==> src/rtl/srcomp_pkg.sv <==
// Shared types, register map, latencies and arithmetic helpers for the compensation core.
`default_nettype none
package srcomp_pkg;

	typedef struct packed {
		logic [19:0] raw_temp;
		logic [19:0] raw_press;
		logic [15:0] raw_hum;
	} sample_t;

	typedef struct packed {
		logic signed [31:0] temperature;
		logic [31:0]        pressure;
		logic               pressure_valid;
		logic [16:0]        humidity;
		logic               humidity_valid;
	} result_t;

	// calibration registers as seen by the datapath
	typedef struct packed {
		logic [47:0] temp_coeffs;
		logic [63:0] press_lo;
		logic [63:0] press_hi;
		logic [15:0] press_nine;
		logic [63:0] hum_coeffs;
		logic        hum_en;
	} coeff_t;

	localparam int CFG_IDX_W  = 3;
	localparam int CFG_DATA_W = 64;

	localparam logic [CFG_IDX_W-1:0] REG_TEMP     = 3'd0;
	localparam logic [CFG_IDX_W-1:0] REG_PRESS_LO = 3'd1;
	localparam logic [CFG_IDX_W-1:0] REG_PRESS_HI = 3'd2;
	localparam logic [CFG_IDX_W-1:0] REG_PRESS_P9 = 3'd3;
	localparam logic [CFG_IDX_W-1:0] REG_HUM      = 3'd4;
	localparam logic [CFG_IDX_W-1:0] REG_HUM_EN   = 3'd5;

	localparam int TEMP_LAT  = 3;
	localparam int PREP_LAT  = 7;
	localparam int DIV_STEPS = 64;
	localparam int DIV_LAT   = DIV_STEPS + 2;
	localparam int FIN_LAT   = 5;
	localparam int HUM_LAT   = 11;
	localparam int ALIGN_LAT = PREP_LAT + DIV_LAT + FIN_LAT - HUM_LAT;

	function automatic logic [31:0] asr32(input logic [31:0] x, input logic [4:0] n);
		return $signed(x) >>> n;
	endfunction

	function automatic logic [63:0] asr64(input logic [63:0] x, input logic [5:0] n);
		return $signed(x) >>> n;
	endfunction

	// low 64 bits of a * b, split into two narrow partial products
	function automatic logic [63:0] mul64_s17(input logic [63:0] a, input logic signed [16:0] b);
		logic signed [50:0] lo;
		logic [31:0]        hi;
		lo = $signed({1'b0, a[31:0]}) * b;
		hi = a[63:32] * {{15{b[16]}}, b};
		return {{13{lo[50]}}, lo} + {hi, 32'b0};
	endfunction

endpackage
`default_nettype wire

==> src/rtl/srcomp_temp.sv <==
// Temperature stages: fine temperature from the raw reading, three register stages.
`default_nettype none
module srcomp_temp
	import srcomp_pkg::*;
(
	input  wire logic        clk,
	input  wire logic        arst_n,
	input  wire logic        en,
	input  wire logic        in_valid,
	input  wire sample_t     sample,
	input  wire coeff_t      cfg,
	output logic             valid_s3,
	output logic [31:0]      tf_s3,
	output logic [19:0]      raw_press_s3,
	output logic [15:0]      raw_hum_s3
);
	logic [15:0]        t1, t2, t3;
	logic signed [17:0] diff_a;
	logic signed [33:0] prod_a;
	logic signed [16:0] d;
	logic signed [33:0] dd;
	logic signed [31:0] dd_sh;
	logic signed [47:0] mb;

	logic        valid_s1, valid_s2;
	logic [31:0] pa_s1, dd_s1, a_s2, mb_s2;
	logic [19:0] raw_press_s1, raw_press_s2;
	logic [15:0] raw_hum_s1, raw_hum_s2;

	assign t1 = cfg.temp_coeffs[15:0];
	assign t2 = cfg.temp_coeffs[31:16];
	assign t3 = cfg.temp_coeffs[47:32];

	assign diff_a = $signed({1'b0, sample.raw_temp[19:3]}) - $signed({1'b0, t1, 1'b0});
	assign prod_a = diff_a * $signed(t2);
	assign d      = $signed({1'b0, sample.raw_temp[19:4]}) - $signed({1'b0, t1});
	assign dd     = d * d;
	assign dd_sh  = $signed(asr32(dd_s1, 5'd12));
	assign mb     = dd_sh * $signed(t3);

	always_ff @(posedge clk) begin
		if (en) begin
			pa_s1        <= prod_a[31:0];
			dd_s1        <= dd[31:0];
			raw_press_s1 <= sample.raw_press;
			raw_hum_s1   <= sample.raw_hum;
			a_s2         <= asr32(pa_s1, 5'd11);
			mb_s2        <= mb[31:0];
			raw_press_s2 <= raw_press_s1;
			raw_hum_s2   <= raw_hum_s1;
			tf_s3        <= a_s2 + asr32(mb_s2, 5'd14);
			raw_press_s3 <= raw_press_s2;
			raw_hum_s3   <= raw_hum_s2;
		end
	end

	always_ff @(posedge clk or negedge arst_n) begin
		if (!arst_n) begin
			valid_s1 <= 1'b0;
			valid_s2 <= 1'b0;
			valid_s3 <= 1'b0;
		end else if (en) begin
			valid_s1 <= in_valid;
			valid_s2 <= valid_s1;
			valid_s3 <= valid_s2;
		end
	end
endmodule
`default_nettype wire

==> config.mk <==
export PLATFORM = sky130hd
export DESIGN_NAME = srcomp_temp
export DESIGN_NICKNAME = d
export VERILOG_FILES = /design/src/rtl/srcomp_pkg.sv /design/src/rtl/srcomp_temp.sv
export SDC_FILE = /design/constraint.sdc
export NUM_CORES = 2
export LEC_CHECK = 0
export BUFFER_PORTS_ARGS = -buffer_cell sky130_fd_sc_hd__buf_4
export CORE_MARGIN = 3
export CORE_UTILIZATION = 44
export DETAILED_ROUTE_END_ITERATION = 16
export SLEW_MARGIN = 5
export SYNTH_ARGS = -nofsm -noshare
export SYNTH_HDL_FRONTEND = slang
export SYNTH_SLANG_ARGS = --single-unit
==> constraint.sdc <==
create_clock -name clk -period 19.3 [get_ports clk]
set_input_delay 2.895 -clock clk [delete_from_list [all_inputs] [get_ports clk]]
set_output_delay 2.895 -clock clk [all_outputs]
set_load 0.005 [all_outputs]
Yosys cells after proc, flatten, opt, wreduce, memory -nomap -nowiden --
Cells that the tools add are included.
Storage, ports and cells: word-level logic and storage cells 20, register bits after elaboration 260, output and inout port bits 69, input port bits 317
Cells by class: $mul 3, $add $sub $neg 3
Operator list (count):
- 17-bit by 17-bit multiplier with 32-bit output | 1
- 18-bit by 16-bit multiplier with 32-bit output | 1
- 20-bit by 16-bit multiplier with 32-bit output | 1
- 21-bit by 18-bit adder with 22-bit output | 1
- 17-bit by 17-bit subtractor with 18-bit output | 1
- 16-bit by 16-bit subtractor with 17-bit output | 1

Logic depth before layout (Yosys ltp) --
depth in word-level cells 2, mapped depth 36, gate-level depth less buffers 36

Worst setup path before layout --
Ideal clock, no wire load.
path type input-to-reg, start point input port cfg[211] in the netlist's numbering, end point register dd_s1[28], data pin, buffers on the path 2, data required time 19040 ps, path slack 8205 ps, setup time 260 ps, stages 34, data arrival time 10835 ps, path through inv_1 ha_1 o21a_1 o31a_1 nor4_1 o31ai_1 o21ai_0 nor2b_1 o21ai_0 nand2b_1 xor2_1 clkbuf_1 clkbuf_1 nand2_1 fa_1 fa_1 fa_1 inv_1 fa_1 fa_1 inv_1 fa_1 inv_1 ha_1 a21o_1 a21o_1 a21o_1 a21o_1 a2111oi_0 a21oi_1 o31a_1 or2_2 a21oi_1 xnor2_1
Between the ends: longest elaborated chain between the ends 2
RTL lines:
- start: declaration | line srcomp_temp.sv:11 | input wire coeff_t cfg,
- 16-bit by 16-bit subtractor with 17-bit output | line srcomp_temp.sv:36 | assign d = $signed({1'b0, sample.raw_temp[19:4]}) - $signed({1'b0, t1});
- 17-bit by 17-bit multiplier with 32-bit output | line srcomp_temp.sv:37 | assign dd = d * d;
- via dd[28] | line srcomp_temp.sv:21 | logic signed [33:0] dd;
- end signal: assignment | line srcomp_temp.sv:44 | dd_s1 <= dd[31:0];
- end: declaration | line srcomp_temp.sv:26 | logic [31:0] pa_s1, dd_s1, a_s2, mb_s2;
The timed path passes the listed nets, and every way through them passes these cells. A chain may end at the register's enable or synchronous reset.

Worst setup path in the final report --
start point input port sample[42] in the netlist's numbering, end point register pa_s1[31], data pin
Between the ends: longest elaborated chain between the ends 2
RTL lines:
- start: declaration | line srcomp_temp.sv:10 | input wire sample_t sample,
- 17-bit by 17-bit subtractor with 18-bit output | line srcomp_temp.sv:34 | assign diff_a = $signed({1'b0, sample.raw_temp[19:3]}) - $signed({1'b0, t1, 1'b0});
- 18-bit by 16-bit multiplier with 32-bit output | line srcomp_temp.sv:35 | assign prod_a = diff_a * $signed(t2);
- via prod_a[31] | line srcomp_temp.sv:19 | logic signed [33:0] prod_a;
- end signal: assignment | line srcomp_temp.sv:43 | pa_s1 <= prod_a[31:0];
- end: declaration | line srcomp_temp.sv:26
The timed path passes the listed nets, and every way through them passes these cells.

==> results.md <==
* Vias at 24100
* Clk root buf: clkbuf_16
* Port Buffers at 173
* TritonCTS buffer count at 24
* Final worst path period need at 11810 ps
* Crit-path most repeated cell: fa_1
* Worst reg2reg endpoint: mb_s2[31]
* Slew margin rel. at 29.4%
* Worst setup path class: in2reg
* Max-cap viol count at 0
* Die X at 297 µm
* Asr flop ratio synth at 1.41%
* Cell Area, Synth at 37400 µm²
* Setup TNS at 0 ps
* CTS Hold Bufs at 0
* Critical-path top delay cell: a211oi_1
* Initial antenna violation count at 6
* Endpoints failing setup at 0
* Largest net degree at the start of global routing at 141
* Mean post-synth cell area at 10.0 µm²
* Cell count after synthesis at 3721
* Worst Reg-to-Reg Cells at 23
* Remaining DRCs at 0
* Clock Pin Slew Worst Setup and Hold Paths at 60 ps
* Clk_lat worst skew at 540 ps
* Run status: finished clean
* Crit path launch type: input port
* Core region area at 83800 µm²
* H-tree lvl count at 1
* Avg Vias per Cell at 4.85
* Hold Violations, Final at 0
* Layout overhead on the synthesized area at 8.84%
* Seq cells post-synth at 213
* GRT Total Usage at 19.9%
* Yosys top cell area share at 43.7%
* Unrepaired setup endpoints after global routing: no
* Final Cycle Share at 61.2%
* Die height at 297 µm
* Core Rows at 106
* DR pass1 iterations at 5
* Final wirelength at 84.5 mm
* Sequential area share after synthesis at 17.1%
* First-pass GRT wire length at 141 mm
* Grt total ovfl at 0
* Max-slew violations at 0
* Worst-Margin Slew at 1050 ps
* Hold Path Depth at 0
* Top cells by area, synth: fa_1, edfxtp_1, inv_1
* Vias in the first global route at 26300
* Number of flops mapped to enable cells by yosys at 210
* CTS tree: yes
* Wire length per cell at 17.0 µm
* Filler Cell Count at 7985
* Nets@finish at 5227
* Worst Hold Launch: pa_s1[27]
* Yosys cell types at 60
* Critical path's largest stage delay at 880 ps
* WP data required at 19570 ps
* GPL Wtd Cong at 0.823
* Clock buffer depth at 3
* IO Pins at 386
* Initial Util at 44.6%
* Synth warnings at 0
* Layout cells sized above 1 at 6.99%
* WP data arrival at 12090 ps
* DP Wirelength at 67.3 mm
* Post-cts sizing count at 0
* Clock sink count at 213
* DRT iter0 DRCs at 1078
* Critical path fanouts, max at 28
* Fin Clk Skew at 13.7 ps
* Post-synth top area cell: fa_1
* Detail Route Antenna Nets at 0
* Top FF cell, synth: edfxtp_1
* Setup bufs post-CTS at 0
* Total die area at 88400 µm²
* HP Class: reg2reg
* Highest clock rate at 84.6 MHz
* Post-synth net total at 5131
* Hold EP: a_s2[16]
* Worst setup EP type: register
* R2R setup slack at 11980 ps
* Worst reg2reg startpoint: dd_s1[19]
cell usage in the layout, fill, tap and decap left out, types with 4 or more instances in the layout:
master / instances
o21a_1: 19
clkinv_1: 6
ha_1: 277
mux2_2: 4
nor2_1: 143
o31a_1: 5
nand4_1: 12
a21oi_1: 56
nor3_1: 18
or2_2: 4
and2_1: 211
bufinv_16: 4
fa_1: 816
nor2b_1: 30
xor2_1: 24
clkinv_2: 6
nand2_1: 462
a211oi_1: 9
buf_4: 201
clkbuf_16: 24
edfxtp_1: 210
o31ai_1: 10
nand3_1: 9
xnor2_1: 99
a31oi_1: 6
and3_1: 4
a21boi_0: 4
o21ai_0: 48
inv_1: 996
a21o_1: 23
nand2b_1: 35
cells by family (layout without fill, tap and decap cells):
family | Yosys count | count (layout) | share of synthesized area [%]
flip-flops | 213 | 213 | 17.1
buffers and inverters | 1135 | 1248 | 11.5
XOR/XNOR | 129 | 129 | 3.04
AO/OA/AOI/OAI | 207 | 207 | 3.60
multiplexers | 4 | 4 | 0.121
other | 0 | 3 | 0
AND/OR/NAND/NOR | 940 | 940 | 11.6
adder cells (fa/ha/maj) | 1093 | 1093 | 53.0
worst max-delay path by stage:
| stage | startpoint | end | slack (ps) | cells past startpoint |
|---|---|---|---|---|
| 2_1_floorplan | cfg[211] | dd_s1[28] | 8210 | 34 |
| 3_3_place_gp | sample[41] | dd_s1[28] | 6990 | 33 |
| 3_5_place_dp | sample[40] | pa_s1[31] | 6960 | 35 |
| 4_1_cts | sample[41] | pa_s1[31] | 7540 | 32 |
| 5_1_grt | cfg[210] | dd_s1[30] | 6880 | 36 |
| 6_report | sample[42] | pa_s1[31] | 7490 | 32 |
registers in the layout, summed over array words and instances (netlist names):
signal and count:
tf_s3 22, a_s2 21, pa_s1 21, dd_s1 20
raw_press_s1 20, raw_press_s2 20, raw_press_s3 20, mb_s2 18
raw_hum_s1 16, raw_hum_s2 16, raw_hum_s3 16, valid_s1 1
valid_s2 1, valid_s3 1
synthesized netlist by cell type (2+ instances only):
master and instances:
a2111oi_0 2, inv_2 2, fa_1 816, or3_1 2, nor3_1 18, buf_1 5, and2_1 211, nor2_1 143
a31oi_1 6, a21boi_0 4, ha_1 277, or2_2 4, a211oi_1 9, o31a_1 5, and3_1 4, edfxtp_1 210
mux2_2 4, clkinv_1 5, o21bai_1 3, a31o_2 2, nand2b_1 35, o211ai_1 3, o21a_1 19, nor4_1 2
xnor2_1 102, nand4_1 12, nand3_1 9, nand2_1 462, inv_1 996, clkbuf_1 117, nand4b_1 2, nand3b_1 2
nor2b_1 30, dfrtp_1 3, o21ai_0 48, buf_4 10, o32ai_2 2, a21o_1 23, o31ai_1 10, a21oi_1 57
xor2_1 26
per-layer routing:
metal	vias up	share of wire [%]	track usage, %
met3	93	4.6	2.12
met2	520	50	34.9
li1	11100	-	-
met4	2	2.1	4.11
met5	-	0.014	0
met1	12400	43	27.1
per-stage QoR:
| step | cells | area (µm²) | hold WS (ps) | util, % | setup slack [ps] |
|---|---|---|---|---|---|
| after floorplan | 3721 | 37400 | 400 | - | 8210 |
| after global placement | 4925 | 39800 | 400 | 47.5 | 6990 |
| after detailed placement | 4925 | 39800 | 405 | 47.5 | 6960 |
| after CTS | 4968 | 40600 | 413 | 48.5 | 7540 |
| after global routing | 4968 | 40600 | 418 | 48.5 | 6880 |
| final | 4971 | 40700 | 412 | 48.5 | 7490 |
worst max-delay path: cells and delay by family:
| family | cells | cell delay, ps |
|---|---|---|
| AOI/OAI and AO/OA | 10 | 2740 |
| xor gates and xnor gates | 4 | 1160 |
| adders and majority gates | 8 | 3600 |
| buffers and inverters | 7 | 790 |
| and+or+nand+nor | 3 | 890 |
cell type report:
class                           instances  area [µm²]  share of cell area, %
Antenna cell                            3        7.51                 0.0185
Clock buffer                           25         604                   1.49
Clock inverter                         18         240                  0.591
Inverter                             1003        3760                   9.26
Multi-Input combinational cell       2373       26700                   65.7
Sequential cell                       213        6380                   15.7
Tap cell                             1134        1420                   3.49
Timing Repair Buffer                  202        1520                   3.75
Power is not shown: default switching activity piles up to over one toggle a cycle in this logic, so the estimate is an artifact.
